**src/rtl/qlu_pkg.sv**
```systemverilog
// shared types, codes and constants of the quoted literal unescaper
package qlu_pkg;

	localparam logic [7:0] QUOTE_CH = 8'h27;
	localparam logic [7:0] HASH_CH  = 8'h23;
	localparam logic [7:0] DIGIT_LO = 8'h30;
	localparam logic [7:0] DIGIT_HI = 8'h39;
	localparam logic [11:0] CODE_MAX = 12'd255;

	localparam logic [1:0] KIND_BYTE = 2'd0;
	localparam logic [1:0] KIND_DONE = 2'd1;
	localparam logic [1:0] KIND_ERR  = 2'd2;

	localparam int RESULT_DEPTH = 4;

	typedef enum logic [2:0] {
		MODE_OPEN  = 3'd0,
		MODE_BODY  = 3'd1,
		MODE_QUOTE = 3'd2,
		MODE_CODE  = 3'd3,
		MODE_SKIP  = 3'd4
	} mode_t;

	typedef struct packed {
		logic [7:0] char_in;
		logic       is_last;
	} char_item_t;

	typedef struct packed {
		logic [1:0] kind;
		logic [7:0] byte_out;
		logic       end_of_run;
	} result_item_t;

	typedef struct packed {
		mode_t      mode;
		logic [7:0] code_accum;
		logic       code_overflow;
		logic       saw_digit;
	} scan_state_t;

	typedef struct packed {
		scan_state_t  next;
		logic [1:0]   n_res;
		result_item_t r0;
		result_item_t r1;
	} step_t;

endpackage

```
**src/rtl/qlu_chan_if.sv**
```systemverilog
// valid/ready channel carrying one item
interface qlu_chan_if #(
	parameter type payload_t = logic
);
	logic     valid;
	logic     ready;
	payload_t payload;

	modport source (output valid, output payload, input ready);
	modport sink (input valid, input payload, output ready);
endinterface

```
**src/rtl/quoted_literal_unescaper_unit.sv**
```systemverilog
// quoted literal unescaper: top level with input register and scan state
// Takes one character of a Pascal-style quoted literal per cycle on char_ch
// and gives decoded bytes, a finished result or one error result on result_ch.
// An accepted character is held in the input register, decoded against
// the scan state and its results written into a result queue of
// RESULT_DEPTH entries.
// Input runs at one character per cycle as long as the queue has room for
// two results; a code escape that closes the literal yields two results,
// which leave the output one at a time, and downstream stalls back up
// through the queue.
module quoted_literal_unescaper_unit #(
	parameter int RESULT_DEPTH = qlu_pkg::RESULT_DEPTH
) (
	input  logic      clk,
	input  logic      arst_n,
	qlu_chan_if.sink   char_ch,
	qlu_chan_if.source result_ch
);
	logic                 valid_s1;
	logic [7:0]           char_s1;
	logic                 last_s1;
	qlu_pkg::scan_state_t state_q;
	qlu_pkg::step_t       step;
	logic                 space_two;
	logic                 advance;

	assign advance = valid_s1 && space_two;
	assign char_ch.ready = !valid_s1 || advance;

	always_ff @(posedge clk) begin
		if (char_ch.valid && char_ch.ready) begin
			char_s1 <= char_ch.payload.char_in;
			last_s1 <= char_ch.payload.is_last;
		end
	end

	always_ff @(posedge clk or negedge arst_n) begin
		if (!arst_n) begin
			valid_s1 <= 1'b0;
			state_q  <= '{mode: qlu_pkg::MODE_OPEN, code_accum: '0,
				code_overflow: 1'b0, saw_digit: 1'b0};
		end else begin
			if (char_ch.ready) begin
				valid_s1 <= char_ch.valid;
			end
			if (advance) begin
				state_q <= step.next;
			end
		end
	end

	qlu_decode u_decode (
		.char_in (char_s1),
		.is_last (last_s1),
		.st      (state_q),
		.step    (step)
	);

	qlu_result_fifo #(
		.DEPTH (RESULT_DEPTH)
	) u_fifo (
		.clk       (clk),
		.arst_n    (arst_n),
		.push_n    (advance ? step.n_res : 2'd0),
		.push_r0   (step.r0),
		.push_r1   (step.r1),
		.space_two (space_two),
		.result_ch (result_ch)
	);
endmodule

```
**src/rtl/qlu_decode.sv**
```systemverilog
// per-character decode: next scan state and up to two results
module qlu_decode (
	input  logic [7:0]           char_in,
	input  logic                 is_last,
	input  qlu_pkg::scan_state_t st,
	output qlu_pkg::step_t       step
);
	logic       is_quote;
	logic       is_hash;
	logic       is_digit;
	logic [11:0] code_val;
	logic       err;
	logic [1:0] n;
	qlu_pkg::scan_state_t nxt;
	qlu_pkg::result_item_t r0;
	qlu_pkg::result_item_t r1;

	assign is_quote = (char_in == qlu_pkg::QUOTE_CH);
	assign is_hash  = (char_in == qlu_pkg::HASH_CH);
	assign is_digit = (char_in >= qlu_pkg::DIGIT_LO) && (char_in <= qlu_pkg::DIGIT_HI);
	// accum * 10 + digit
	assign code_val = {1'b0, st.code_accum, 3'b000} + {3'b000, st.code_accum, 1'b0}
		+ {8'd0, char_in[3:0]};

	always_comb begin
		nxt = st;
		err = 1'b0;
		n   = 2'd0;
		r0  = '0;
		r1  = '0;
		case (st.mode)
			qlu_pkg::MODE_OPEN: begin
				if (!is_quote || is_last) begin
					err = 1'b1;
				end else begin
					nxt.mode = qlu_pkg::MODE_BODY;
				end
			end
			qlu_pkg::MODE_BODY: begin
				if (is_quote) begin
					if (is_last) begin
						r0.kind = qlu_pkg::KIND_DONE;
						n = 2'd1;
					end else begin
						nxt.mode = qlu_pkg::MODE_QUOTE;
					end
				end else if (is_last) begin
					err = 1'b1;
				end else begin
					r0.kind = qlu_pkg::KIND_BYTE;
					r0.byte_out = char_in;
					n = 2'd1;
				end
			end
			qlu_pkg::MODE_QUOTE: begin
				if (is_quote && !is_last) begin
					r0.kind = qlu_pkg::KIND_BYTE;
					r0.byte_out = qlu_pkg::QUOTE_CH;
					n = 2'd1;
					nxt.mode = qlu_pkg::MODE_BODY;
				end else if (is_hash && !is_last) begin
					nxt.code_accum = '0;
					nxt.code_overflow = 1'b0;
					nxt.saw_digit = 1'b0;
					nxt.mode = qlu_pkg::MODE_CODE;
				end else begin
					err = 1'b1;
				end
			end
			qlu_pkg::MODE_CODE: begin
				if (is_digit && !is_last) begin
					if (!st.code_overflow && code_val <= qlu_pkg::CODE_MAX) begin
						nxt.code_accum = code_val[7:0];
					end else begin
						nxt.code_overflow = 1'b1;
					end
					nxt.saw_digit = 1'b1;
				end else if (is_quote && st.saw_digit && !st.code_overflow) begin
					r0.kind = qlu_pkg::KIND_BYTE;
					r0.byte_out = st.code_accum;
					n = 2'd1;
					if (is_last) begin
						r1.kind = qlu_pkg::KIND_DONE;
						n = 2'd2;
					end else begin
						nxt.mode = qlu_pkg::MODE_BODY;
					end
					nxt.code_accum = '0;
					nxt.code_overflow = 1'b0;
					nxt.saw_digit = 1'b0;
				end else begin
					err = 1'b1;
				end
			end
			default: begin
				// skipping: nothing until the last flag
			end
		endcase

		if (err) begin
			r0 = '0;
			r0.kind = qlu_pkg::KIND_ERR;
			n = 2'd1;
			nxt.code_accum = '0;
			nxt.code_overflow = 1'b0;
			nxt.saw_digit = 1'b0;
			nxt.mode = qlu_pkg::MODE_SKIP;
		end
		if (is_last) begin
			nxt.mode = qlu_pkg::MODE_OPEN;
			nxt.code_accum = '0;
			nxt.code_overflow = 1'b0;
			nxt.saw_digit = 1'b0;
		end
		r0.end_of_run = (n == 2'd1);
		r1.end_of_run = 1'b1;

		step.next  = nxt;
		step.n_res = n;
		step.r0    = r0;
		step.r1    = r1;
	end
endmodule

```
**src/rtl/qlu_result_fifo.sv**
```systemverilog
// small result queue: takes up to two results per cycle, gives one
module qlu_result_fifo #(
	parameter int DEPTH = qlu_pkg::RESULT_DEPTH
) (
	input  logic                  clk,
	input  logic                  arst_n,
	input  logic [1:0]            push_n,
	input  qlu_pkg::result_item_t push_r0,
	input  qlu_pkg::result_item_t push_r1,
	output logic                  space_two,
	qlu_chan_if.source            result_ch
);
	localparam int PW = (DEPTH > 1) ? $clog2(DEPTH) : 1;
	localparam int CW = $clog2(DEPTH + 1);
	localparam logic [PW-1:0] LAST_IDX = PW'(DEPTH - 1);
	localparam logic [CW:0] DEPTH_W = (CW + 1)'(DEPTH);

	qlu_pkg::result_item_t mem_q [DEPTH];
	logic [PW-1:0] wr_q;
	logic [PW-1:0] rd_q;
	logic [CW-1:0] count_q;
	logic [PW-1:0] wr_p1;
	logic [PW-1:0] wr_p2;
	logic [PW-1:0] rd_p1;
	logic          pop;

	assign wr_p1 = (wr_q == LAST_IDX) ? '0 : wr_q + PW'(1);
	assign wr_p2 = (wr_p1 == LAST_IDX) ? '0 : wr_p1 + PW'(1);
	assign rd_p1 = (rd_q == LAST_IDX) ? '0 : rd_q + PW'(1);

	assign result_ch.valid   = (count_q != '0);
	assign result_ch.payload = mem_q[rd_q];
	assign pop = result_ch.valid && result_ch.ready;

	// free entries after this cycle's pop must cover two results
	assign space_two = ({1'b0, count_q} + (CW + 1)'(2)) <= (DEPTH_W + {{CW{1'b0}}, pop});

	always_ff @(posedge clk) begin
		if (push_n != 2'd0) begin
			mem_q[wr_q] <= push_r0;
		end
		if (push_n == 2'd2) begin
			mem_q[wr_p1] <= push_r1;
		end
	end

	always_ff @(posedge clk or negedge arst_n) begin
		if (!arst_n) begin
			wr_q    <= '0;
			rd_q    <= '0;
			count_q <= '0;
		end else begin
			case (push_n)
				2'd1: wr_q <= wr_p1;
				2'd2: wr_q <= wr_p2;
				default: wr_q <= wr_q;
			endcase
			if (pop) begin
				rd_q <= rd_p1;
			end
			count_q <= count_q + CW'(push_n) - CW'(pop);
		end
	end
endmodule

```
**src/flat_wrapper.sv**
```systemverilog
// flat-port wrapper written by rule: the top's interface ports become plain ports
module quoted_literal_unescaper_unit_flat import qlu_pkg::*;
#(
	parameter int RESULT_DEPTH = qlu_pkg::RESULT_DEPTH
)
  (clk, arst_n, char_ch_valid, char_ch_payload, char_ch_ready, result_ch_valid, result_ch_payload, result_ch_ready);
  qlu_chan_if #(.payload_t(char_item_t)) char_ch_i ();
  qlu_chan_if #(.payload_t(result_item_t)) result_ch_i ();
  input  logic clk;
  input  logic arst_n;
  input wire logic [$bits(char_ch_i.valid)-1:0] char_ch_valid;
  input wire logic [$bits(char_ch_i.payload)-1:0] char_ch_payload;
  output wire logic [$bits(char_ch_i.ready)-1:0] char_ch_ready;
  output wire logic [$bits(result_ch_i.valid)-1:0] result_ch_valid;
  output wire logic [$bits(result_ch_i.payload)-1:0] result_ch_payload;
  input wire logic [$bits(result_ch_i.ready)-1:0] result_ch_ready;
  assign char_ch_i.valid = char_ch_valid;
  assign char_ch_i.payload = char_ch_payload;
  assign char_ch_ready = char_ch_i.ready;
  assign result_ch_valid = result_ch_i.valid;
  assign result_ch_payload = result_ch_i.payload;
  assign result_ch_i.ready = result_ch_ready;
  quoted_literal_unescaper_unit #(.RESULT_DEPTH(RESULT_DEPTH)) u_core (.clk(clk), .arst_n(arst_n), .char_ch(char_ch_i), .result_ch(result_ch_i));
endmodule
```
**config.mk**
```make
export PLATFORM = sky130hd
export DESIGN_NAME = quoted_literal_unescaper_unit_flat
export DESIGN_NICKNAME = d
export VERILOG_FILES = /design/src/rtl/qlu_pkg.sv /design/src/rtl/qlu_chan_if.sv /design/src/rtl/quoted_literal_unescaper_unit.sv /design/src/rtl/qlu_decode.sv /design/src/rtl/qlu_result_fifo.sv /design/src/flat_wrapper.sv
export SDC_FILE = /design/constraint.sdc
export NUM_CORES = 1
export LEC_CHECK = 0
export ABC_AREA = 1
export BUFFER_PORTS_ARGS = -buffer_cell sky130_fd_sc_hd__buf_2
export CAP_MARGIN = 20
export CELL_PAD_IN_SITES_DETAIL_PLACEMENT = 1
export CELL_PAD_IN_SITES_GLOBAL_PLACEMENT = 1
export CORE_MARGIN = 2
export CORE_UTILIZATION = 28
export DETAILED_ROUTE_END_ITERATION = 8
export HOLD_SLACK_MARGIN = 0.1
export PLACE_DENSITY_LB_ADDON = 0.05
export SLEW_MARGIN = 25
export SYNTH_ARGS = -nofsm -noshare
export SYNTH_HDL_FRONTEND = slang
export SYNTH_HIERARCHICAL = 1
export SYNTH_SLANG_ARGS = --single-unit
```
**constraint.sdc**
```tcl
create_clock -name clk -period 7.1 [get_ports clk]
set_input_delay 0.355 -clock clk [delete_from_list [all_inputs] [get_ports clk]]
set_output_delay 0.355 -clock clk [all_outputs]
set_load 0.05 [all_outputs]
```
==> results.tsv, run 1 <==
stage	metric	value	unit
detailed_routing	overall routed net length	16600	um
power	Clock power frac	0.234	
worst_setup_path	WP data arrival	3.61	ns
grt	first-pass GRT wire length	25700	um
worst_setup_path	crit end category	register	
synth	mux contribution to synthesized area	0	
floorplanning	Ports	26	
finish	most frequent cells in the layout	nand2_1 (165), inv_1 (78), edfxtp_1 (53)	
sta	Hold Violations, Final	0	
synth	largest family of logic cells by synthesized area	simple AND/OR/NAND/NOR gates	
placement	I/O Buffers	25	
worst_setup_path	CP Cell Sequence	nor2_1, nand2_1, nand2_1, inv_1, ha_1, nand2_1, a22oi_1, buf_4, nand2_4, nor2_1, ha_1, nand2_2, o21ai_0, buf_4	
cts	clk_lat worst skew	0.33	ns
finish	share of cells above drive strength 1	0.133	
power	peak supply drop	0.272	mV
sta	Worst-Margin Slew	0.747	ns
worst_setup_path	Reg2Reg Depth	14	
min_path	Min-Delay Path Depth	1	
finish	commonest non-fill, non-tap cell in the layout	nand2_1	
detailed_routing	# DRC	0	
synth	post-synthesis cell type count	43	
detailed_routing	DR pass1 iterations	4	
finish	Reg area	0.00212	sq mm
sta	final-report max-slew violation count	0	
placement	post-DP HPWL	13600	um
synth	top cells by area, synth	edfxtp_1 (30%), nand2_1 (12%), dfrtp_1 (10%), ha_1 (8.1%), inv_1 (5.5%)	
detailed_routing	Iter 0 DRT Violations	195	
finish	final net count	720	
synth	Synth warnings	6	
worst_setup_path	Critical Path Source	u_core/u_fifo/count_q[2]	
sta	setup_tns	0	ns
job	max-cap violations	0	
floorplanning	# rows	50	
cts	CTS sink count	74	
synth	Mapped Area	0.00528	sq mm
floorplanning	die height	141	um
finish	final std cells w/o fill	909	
synth	Post-Synth XOR/XNOR Area	0.0116	
grt	largest net degree at the start of global routing	27	
floorplanning	core area	0.0186	sq mm
grt	global route total overflow	0	
detailed_routing	via/cell ratio	4.71	
cts	Max Buffers Root-to-Sink	2	
power	Sw Share	0.449	
finish	synthesis-to-finish area growth	10.9	%
power	P_sw	0.940	mW
grt	initial antenna violation count	0	
synth	Seq cells post-synth	74	
synth	post-synthesis average cell area	8.11	sq um
sta	Setup violations, final	0	
synth	Synth Instances	651	
worst_setup_path	Max FO, Critical Path	23	
detailed_routing	wire length per cell	18.3	um
finish	Final Cell Area	0.00586	sq mm
synth	Simple-Gate Fraction of Synth Area	0.253	
sta	relative slew slack	0.502	
synth	area leader, netlist	edfxtp_1	
cts	CTS root buffer	clkbuf_16	
power	Comb pwr share	0.439	
placement	pre-CTS setup slack	3.56	ns
synth	Synth Area in Adders	0.0919	
synth	Synth Area in Compound Gates	0.133	
finish	Filler cells	2240	
placement	GP Congestion	0.846	
sta	min Tclk post-route	3.58	ns
cts	Worst-path clk slew	0.06	ns
power	Pint	1.15	mW
floorplanning	Starting Density	0.284	
placement	Post-Place Cells	892	
synth	post-synthesis sequential area ratio	0.401	
worst_setup_path	Worst R2R End	u_core/u_fifo/mem_q[3][0]	
min_path	Hold/Removal Path Class	input pin to register	
grt	total global routing track utilization	0.173	
worst_setup_path	Req. time, crit path	7.13	ns
cts	Num CTS Buffers	9	
detailed_routing	via count	4285	
power	leakage	2.54	nW
worst_setup_path	most used cell, CP	nand2_1	
sta	crit share post-route	0.504	
detailed_routing	Routed Antenna Nets	0	
sta	Fin Clk Skew	0.00881	ns
power	Power, Total	2.09	mW
min_path	worst hold start	char_ch_payload[6]	
cts	post-CTS sizing	0	
cts	CTS tree	built	
synth	share of the synthesized area in the top cell type	0.301	
worst_setup_path	Crit-path slowest cell	dfrtp_1	
outcome	status	finished, final reports clean	
worst_setup_path	CP startpoint kind	register	
cts	H-tree lvl count	3	
worst_setup_path	WS Path Type	register to register	
worst_setup_path	RR Startpoint	u_core/u_fifo/count_q[2]	
power	PwrDens	357	mW/mm^2
floorplanning	die area	0.0200	sq mm
worst_setup_path	Max stage delay on crit path	0.41	ns
sta	Max Clock Freq	279	MHz
worst_setup_path	r2r setup slk	3.52	ns
sta	RSZ-0062 raised after global routing	no	
grt	vias in the first global route	4419	
sta	worst setup margin	3.52	ns
finish	area of the multi-input gates	0.00263	sq mm
finish	n_diodes	0	
placement	placed cell area	0.00553	sq mm
floorplanning	Chip Width	141	um
power	sequential power share	0.327	
min_path	Min-Delay Endpoint	u_core/char_s1[5]	
## cells in the mapped netlist
master / instances
o21ai_1: 35
clkinv_1: 1
nand3_2: 1
nor3_1: 3
xnor2_1: 5
nand2_1: 165
nand3_4: 2
a22oi_1: 1
nand2_4: 2
nand3_1: 47
nor2_8: 2
buf_6: 10
edfxtp_1: 53
xor2_1: 2
nand2_2: 9
conb_1: 2
clkbuf_1: 1
nand3b_1: 1
a21oi_2: 4
buf_1: 3
nor2_2: 5
clkinv_4: 1
o21ai_0: 33
a21oi_1: 20
or2_2: 1
inv_2: 4
or2_1: 1
fa_1: 3
nand4_1: 5
dfrtp_1: 21
a32oi_1: 3
nand3b_4: 1
buf_4: 13
buf_2: 3
inv_1: 78
o21ai_2: 9
a31oi_1: 5
nor2_1: 44
o221ai_1: 1
clkbuf_2: 2
ha_1: 34
o22ai_1: 12
nor2_4: 3
## sequential cells by signal, summed over array words and instances (netlist names)
name,count
u_core/u_fifo/count_q,3
u_core/state_q,13
u_core/char_s1,8
u_core/valid_s1,1
u_core/u_fifo/wr_q,2
u_core/last_s1,1
u_core/u_fifo/mem_q,44
u_core/u_fifo/rd_q,2
## power by group through the flow
stage	Combinational (mW)	Clock, mW	Sequential, mW
3_5_place_dp	0.933	0	0.694
2_1_floorplan	0.698	0	0.651
5_1_grt	1.01	0.524	0.700
6_report	0.918	0.490	0.684
3_3_place_gp	0.918	0	0.694
4_1_cts	0.938	0.506	0.686
## repair_timing
item                                    CTS  global route
hold buffers                              1             0
setup buffers                             0             0
endpoints found under the setup margin    0             0
hold endpoints to repair                 21             0
## metrics by stage
stage	hold WS (ns)	utilization
after floorplan	0.0594	-
final	0.194	0.315
after global routing	0.182	0.315
after detailed placement	0.363	0.297
after CTS	0.176	0.315
after global placement	0.354	0.297
## per-layer routing
layer | vias up | global-route usage | part of all wire
li1 | 2187 | - | -
met1 | 2028 | 0.202 | 0.42
met2 | 56 | 0.324 | 0.53
met3 | 14 | 0.0253 | 0.022
met4 | 0 | 0.0563 | 0.022
met5 | - | 0 | 0
## cell families (layout without fill, tap and decap cells)
| group | after synthesis | in the layout |
|---|---|---|
| simple gates | 292 | 292 |
| compound gates | 123 | 123 |
| buf+inv | 116 | 132 |
| flops | 74 | 74 |
| fa+ha+maj | 37 | 37 |
| xor+xnor | 7 | 7 |
| other cells | 2 | 10 |
## worst max path at each step
stage                           endpoint  slack (ns)  depth (start not counted)
2_1_floorplan  u_core/u_fifo/mem_q[3][0]        3.34                         13
5_1_grt        u_core/u_fifo/mem_q[3][0]        3.16                         14
3_5_place_dp   u_core/u_fifo/mem_q[3][3]        3.56                         14
4_1_cts        u_core/u_fifo/mem_q[3][0]        3.52                         14
3_3_place_gp   u_core/u_fifo/mem_q[0][6]        3.67                         14
6_report       u_core/u_fifo/mem_q[3][0]        3.52                         14
## critical path, delay by kind of cell (launching register included)
kind / cells / cell delay, ns
adders and majority gates: 2 / 0.71
DFF: 1 / 0.41
buffers and inverters: 3 / 0.63
AOI/OAI and AO/OA: 2 / 0.43
and+or+nand+nor: 7 / 1.10
## cell type report
cell class | count | share of cell area
multi-input cells | 469 | 0.448
flip-flops and latches | 74 | 0.361
inverters | 84 | 0.0547
well taps | 234 | 0.0500
clock buffers | 11 | 0.0414
repair buffers | 32 | 0.0308
clock inverters | 5 | 0.0132
Note: power is estimated with default switching activity, not from simulation.
==> inputs of run 2 (changes only) <==
==> constraint.sdc (replaced) <==
create_clock -name clk -period 3.1 [get_ports clk]
set_input_delay 0.155 -clock clk [delete_from_list [all_inputs] [get_ports clk]]
set_output_delay 0.155 -clock clk [all_outputs]
set_load 0.05 [all_outputs]
==> results.tsv, run 2 (same netlist as run 1, synthesis figures left out) <==
stage	metric	value	unit	change
placement	I/O Buffers	25		unchanged
grt	first-pass GRT wire length	25700	um	about the same
placement	placed cell area	0.00578	sq mm	was 0.00553 sq mm
finish	share of cells above drive strength 1	0.174		was 0.133
cts	Max Buffers Root-to-Sink	2		unchanged
grt	global route total overflow	0		unchanged
cts	CTS sink count	74		unchanged
min_path	Min-Delay Path Depth	4		was 1
sta	RSZ-0062 raised after global routing	no		unchanged
floorplanning	core area	0.0186	sq mm	unchanged
worst_setup_path	CP startpoint kind	register		unchanged
sta	Worst-Margin Slew	0.699	ns	was 0.747 ns
sta	Setup violations, final	0		unchanged
floorplanning	# rows	50		unchanged
detailed_routing	via/cell ratio	4.73		was 4.71
placement	post-DP HPWL	11600	um	was 13600 um
finish	largest reg by FF count	u_core/u_fifo/mem_q		unchanged
cts	Num CTS Buffers	9		unchanged
detailed_routing	wire length per cell	16.7	um	was 18.3 um
worst_setup_path	CP top delay family	simple AND/OR/NAND/NOR gates		unchanged
power	Comb pwr share	0.480		was 0.439
outcome	status	finished, final reports clean		unchanged
placement	Post-Place Cells	910		was 892
worst_setup_path	crit end category	register		unchanged
worst_setup_path	Crit-path slowest cell	edfxtp_1		was dfrtp_1
grt	vias in the first global route	4582		was 4419
finish	number of flip-flops under the largest register name	44		unchanged
power	peak supply drop	0.588	mV	was 0.272 mV
cts	CTS root buffer	clkbuf_16		unchanged
floorplanning	die height	141	um	unchanged
min_path	Hold/Removal Path Class	input pin to register		unchanged
power	Sw Share	0.458		was 0.449
worst_setup_path	Worst Path Buf+Inv	6		was 3
cts	H-tree lvl count	3		unchanged
sta	final-report max-slew violation count	0		unchanged
job	max-cap violations	0		unchanged
worst_setup_path	Reg2Reg Depth	18		was 14
power	PwrDens	768	mW/mm^2	was 357 mW/mm^2
sta	min Tclk post-route	2.90	ns	was 3.58 ns
power	P_sw	2.19	mW	was 0.940 mW
worst_setup_path	CP Cell Sequence	inv_2, nand3_1, nor2_1, nand2_2, clkinv_4, ha_1, nand3b_1, nand3b_4, inv_1, nand4_1, inv_1, nor2_2, inv_1, ha_2, nand2_2, buf_12, nand2_1, o21ai_1		was nor2_1, nand2_1, nand2_1, inv_1, ha_1, nand2_1, a22oi_1, buf_4, nand2_4, nor2_1, ha_1, nand2_2, o21ai_0, buf_4
worst_setup_path	Stages on worst setup path	18		was 14
finish	final std cells w/o fill	945		was 909
cts	Worst-path clk slew	0.06	ns	about the same
detailed_routing	DR pass1 iterations	4		unchanged
sta	setup_tns	0	ns	unchanged
detailed_routing	overall routed net length	15700	um	was 16600 um
sta	Fin Clk Skew	0.00373	ns	was 0.00881 ns
floorplanning	die area	0.0200	sq mm	unchanged
finish	top flop regs	u_core/u_fifo/mem_q x44, u_core/state_q x13, u_core/char_s1 x8		unchanged
power	Pint	2.59	mW	was 1.15 mW
worst_setup_path	WP data arrival	2.99	ns	was 3.61 ns
floorplanning	Ports	26		unchanged
detailed_routing	Iter 0 DRT Violations	136		was 195
worst_setup_path	WS Path Type	register to register		unchanged
grt	largest net degree at the start of global routing	26		was 27
worst_setup_path	Max FO, Critical Path	22		was 23
power	leakage	2.71	nW	was 2.54 nW
finish	most frequent cells in the layout	nand2_1 (164), inv_1 (78), edfxtp_1 (53)		was nand2_1 (165), inv_1 (78), edfxtp_1 (53)
sta	relative slew slack	0.533		was 0.502
finish	commonest non-fill, non-tap cell in the layout	nand2_1		unchanged
sta	Hold Violations, Final	0		unchanged
sta	final hold slack	0.135	ns	was 0.194 ns
placement	GP Congestion	0.754		was 0.846
finish	n_diodes	0		unchanged
grt	initial antenna violation count	0		unchanged
cts	CTS tree	built		unchanged
worst_setup_path	Req. time, crit path	3.19	ns	was 7.13 ns
worst_setup_path	Max stage delay on crit path	0.43	ns	was 0.41 ns
power	sequential power share	0.315		was 0.327
finish	final net count	756		was 720
finish	synthesis-to-finish area growth	18.0	%	was 10.9%
detailed_routing	Routed Antenna Nets	0		unchanged
finish	Final Cell Area	0.00623	sq mm	was 0.00586 sq mm
detailed_routing	via count	4472		was 4285
power	Clock power frac	0.205		was 0.234
worst_setup_path	most used cell, CP	inv_1		was nand2_1
cts	clk_lat worst skew	0.34	ns	was 0.33 ns
detailed_routing	# DRC	0		unchanged
sta	crit share post-route	0.934		was 0.504
sta	Max Clock Freq	345	MHz	was 279 MHz
grt	total global routing track utilization	0.168		was 0.173
floorplanning	Starting Density	0.284		unchanged
floorplanning	Chip Width	141	um	unchanged
-- run 2: cell count changes in the layout (fill, tap and decap cells not counted), moves of 2 or more --
cell / delta
dlygate4sd3_1: +10
o21ai_0: -4
buf_12: +8
clkinvlp_4: +4
bufinv_16: -2
o21ai_2: +4
buf_4: +18
-- run 2: worst paths after layout --
kind | slack [ns] | endpoint | start
worst max-delay path | 0.20 | u_core/u_fifo/mem_q[1][1] | u_core/char_s1[3]
worst min-delay path | 0.13 | u_core/u_fifo/rd_q[1] | result_ch_ready
worst max register to register | 0.20 | u_core/u_fifo/mem_q[1][1] | u_core/char_s1[3]
worst min register to register | 0.54 | u_core/state_q[11] | u_core/state_q[11]
max in group asynchronous | 2.33 | u_core/state_q[5] | arst_n
min in group asynchronous | 0.36 | u_core/u_fifo/wr_q[1] | arst_n
-- run 2: routing by layer --
metal	share of wire	track usage	up-vias
met5	0	0	-
met4	0.016	0.0489	0
met3	0.023	0.0297	19
met2	0.50	0.298	63
met1	0.46	0.210	2144
li1	-	-	2246
-- run 2: area by class of cell --
class	instances	area, sq um
clock buffer	10	229
multi-input combinational	469	2660
tap	234	293
fill	2231	12300
sequential	74	2120
inverter	84	320
clock inverter	6	42.5
timing repair buffer	68	576
-- run 2: worst reg2reg max path, cell delays in order, from the launching register on --
cell      delay (ns)
edfxtp_1        0.43
inv_2           0.10
nand3_1         0.16
nor2_1          0.19
nand2_2         0.11
clkinv_4        0.08
ha_1            0.21
nand3b_1        0.19
nand3b_4        0.09
inv_1           0.07
nand4_1         0.08
inv_1           0.08
nor2_2          0.05
inv_1           0.07
ha_2            0.29
nand2_2         0.12
buf_12          0.18
nand2_1         0.07
o21ai_1         0.08
-- run 2: through the flow --
step                      utilization  worst slack [ns]  total power [mW]
after detailed placement        0.311             0.123              3.82
after CTS                       0.332             0.100              4.85
final                           0.335             0.204              4.79
after global placement          0.311             0.151              3.78
after floorplan                     -            0.0461              3.13
after global routing            0.335            0.0128              5.15
-- run 2: power groups by stage --
stage	logic, mW	registers, mW	clock network (mW)
after floorplan	1.64	1.49	0
after global placement	2.26	1.53	0
after detailed placement	2.29	1.53	0
after CTS	2.31	1.51	1.03
after global routing	2.55	1.54	1.06
final	2.30	1.51	0.981
-- run 2: what timing repair did --
action,in CTS,in global routing
endpoints found under the hold margin,31,0
hold buffers,11,0
setup buffers,0,8
gates resized for setup,0,2
setup endpoints to repair,0,73
==> inputs of run 3 (changes only) <==
==> constraint.sdc (replaced) <==
create_clock -name clk -period 3.1 [get_ports clk]
set_input_delay 0.62 -clock clk [delete_from_list [all_inputs] [get_ports clk]]
set_output_delay 0.62 -clock clk [all_outputs]
set_load 0.05 [all_outputs]
==> results.tsv, run 3 (same netlist as run 1, synthesis figures left out) <==
stage	metric	value	unit	change
floorplanning	Starting Density	0.284		unchanged
finish	largest reg by FF count	u_core/u_fifo/mem_q		unchanged
cts	Worst-path clk slew	0.06	ns	about the same
floorplanning	Ports	26		unchanged
power	peak supply drop	0.513	mV	was 0.588 mV
finish	number of flip-flops under the largest register name	44		unchanged
floorplanning	Chip Width	141	um	unchanged
detailed_routing	wire length per cell	16.2	um	was 16.7 um
grt	total global routing track utilization	0.159		was 0.168
finish	Filler cells	2213		was 2231
placement	Post-Place Cells	909		was 910
finish	top flop regs	u_core/u_fifo/mem_q x44, u_core/state_q x13, u_core/char_s1 x8		unchanged
placement	post-DP HPWL	11700	um	was 11600 um
detailed_routing	overall routed net length	15000	um	was 15700 um
cts	hold_buf cts	0		was 11
finish	Reg area	0.00212	sq mm	unchanged
worst_setup_path	Worst Path Buf+Inv	4		was 6
finish	commonest non-fill, non-tap cell in the layout	nand2_1		unchanged
detailed_routing	Iter 0 DRT Violations	122		was 136
power	leakage	2.67	nW	was 2.71 nW
cts	CTS sink count	74		unchanged
detailed_routing	# DRC	0		unchanged
placement	GP Congestion	0.760		was 0.754
sta	final hold slack	0.262	ns	was 0.135 ns
finish	n_diodes	0		unchanged
job	max-cap violations	0		unchanged
floorplanning	die height	141	um	unchanged
worst_setup_path	CP Cell Sequence	nor2_1, nand2_2, nand2_1, inv_1, ha_1, nand2_1, a22oi_2, buf_6, inv_1, nand2_1, clkbuf_4		was inv_2, nand3_1, nor2_1, nand2_2, clkinv_4, ha_1, nand3b_1, nand3b_4, inv_1, nand4_1, inv_1, nor2_2, inv_1, ha_2, nand2_2, buf_12, nand2_1, o21ai_1
cts	clk_lat worst skew	0.34	ns	about the same
placement	I/O Buffers	25		unchanged
sta	setup_tns	0	ns	unchanged
grt	vias in the first global route	4433		was 4582
worst_setup_path	Crit-path slowest cell	dfrtp_1		was edfxtp_1
sta	Fin Clk Skew	0.00553	ns	was 0.00373 ns
detailed_routing	Routed Antenna Nets	0		unchanged
sta	final-report max-slew violation count	0		unchanged
sta	Max Clock Freq	341	MHz	was 345 MHz
sta	Worst-Margin Slew	0.676	ns	was 0.699 ns
finish	synthesis-to-finish area growth	16.4	%	was 18.0%
cts	H-tree lvl count	3		unchanged
detailed_routing	via/cell ratio	4.67		was 4.73
worst_setup_path	WS Path Type	register to primary output		was register to register
floorplanning	die area	0.0200	sq mm	unchanged
worst_setup_path	CP startpoint kind	register		unchanged
sta	min Tclk post-route	2.93	ns	was 2.90 ns
worst_setup_path	Max FO, Critical Path	4		was 22
min_path	Hold/Removal Path Class	input pin to asynchronous set/reset pin		was input pin to register
sta	relative slew slack	0.549		was 0.533
floorplanning	core area	0.0186	sq mm	unchanged
sta	RSZ-0062 raised after global routing	no		unchanged
cts	CTS tree	built		unchanged
grt	first-pass GRT wire length	24400	um	was 25700 um
cts	Max Buffers Root-to-Sink	2		unchanged
outcome	status	finished, final reports clean		unchanged
grt	global route total overflow	0		unchanged
worst_setup_path	WP data arrival	2.31	ns	was 2.99 ns
finish	final net count	737		was 756
worst_setup_path	CP top delay family	buffers and inverters		was simple AND/OR/NAND/NOR gates
sta	Setup violations, final	0		unchanged
cts	CTS root buffer	clkbuf_16		unchanged
sta	Hold Violations, Final	0		unchanged
grt	initial antenna violation count	0		unchanged
detailed_routing	DR pass1 iterations	4		unchanged
finish	final std cells w/o fill	925		was 945
finish	area of the multi-input gates	0.00267	sq mm	was 0.00266 sq mm
worst_setup_path	Max stage delay on crit path	0.41	ns	was 0.43 ns
power	PwrDens	814	mW/mm^2	was 768 mW/mm^2
detailed_routing	via count	4321		was 4472
worst_setup_path	crit end category	primary output		was register
sta	crit share post-route	0.945		was 0.934
grt	largest net degree at the start of global routing	26		unchanged
finish	share of cells above drive strength 1	0.172		was 0.174
worst_setup_path	most used cell, CP	nand2_1		was inv_1
cts	Num CTS Buffers	9		unchanged
finish	most frequent cells in the layout	nand2_1 (164), inv_1 (78), edfxtp_1 (53)		unchanged
floorplanning	# rows	50		unchanged
worst_setup_path	Req. time, crit path	2.48	ns	was 3.19 ns
run 3: cell types whose count changed in the layout (fill, tap and decap cells not counted), sizes merged:
cell and change:
dlygate4sd3 -11, buf -9, bufinv +3, clkinvlp -3, clkinv +1, inv -1
run 3: final timing paths:
| kind | startpoint | endpoint | cells after the start | slack, ns |
|---|---|---|---|---|
| setup / recovery | u_core/u_fifo/count_q[2] | char_ch_ready | 11 | 0.17 |
| hold / removal | arst_n | u_core/u_fifo/wr_q[1] | 1 | 0.26 |
| setup reg to reg | u_core/u_fifo/count_q[2] | u_core/u_fifo/count_q[2] | 14 | 0.23 |
| hold reg to reg | u_core/state_q[11] | u_core/state_q[11] | 2 | 0.54 |
| max in group asynchronous | arst_n | u_core/state_q[8] | 1 | 2.48 |
| min in group clk | char_ch_payload[6] | u_core/char_s1[5] | 1 | 0.45 |
run 3: final cells by class:
class / count / share of cell area
multi-input cells: 469 / 0.435
flip-flops and latches: 74 / 0.345
repair buffers: 49 / 0.0670
inverters: 84 / 0.0521
well taps: 234 / 0.0477
clock buffers: 9 / 0.0367
clock inverters: 6 / 0.0173
run 3: layer usage:
layer,routed length (um),track usage,up-vias
li1,-,-,2206
met1,7440,0.214,2051
met2,7010,0.260,47
met3,300,0.0206,17
met4,273,0.0611,0
met5,0,0,-
run 3: power by group:
part	total [mW]	switching [mW]	internal, mW
sequential	1.52	0.148	1.37
combinational	2.30	1.60	0.700
clock	1.18	0.404	0.777
total	5.00	2.15	2.85
run 3: through the flow:
| stage | setup WS [ns] | total power [mW] | utilization | instance area [sq um] |
|---|---|---|---|---|
| final | 0.171 | 5.00 | 0.331 | 6140 |
| after global routing | 0.0197 | 5.34 | 0.331 | 6140 |
| after CTS | 0.0283 | 5.04 | 0.329 | 6110 |
| after detailed placement | 0.150 | 3.83 | 0.311 | 5780 |
| after global placement | 0.232 | 3.78 | 0.311 | 5780 |
| after floorplan | 0.0461 | 3.13 | - | 5340 |
run 3: worst register-to-register path: cells and delay by family, from the launching register on:
family                     cells  cell delay, ns
AOI/OAI and AO/OA              1            0.26
xor gates and xnor gates       1            0.13
adders and majority gates      3            1.02
buffers and inverters          3            0.25
DFF                            1            0.41
and+or+nand+nor                6            0.68
run 3: repair_timing:
action,in CTS,in global routing
pin swaps,0,1
setup endpoints to repair,1,93
endpoints found under the hold margin,0,0
resized for setup,1,8
setup buffers,0,1
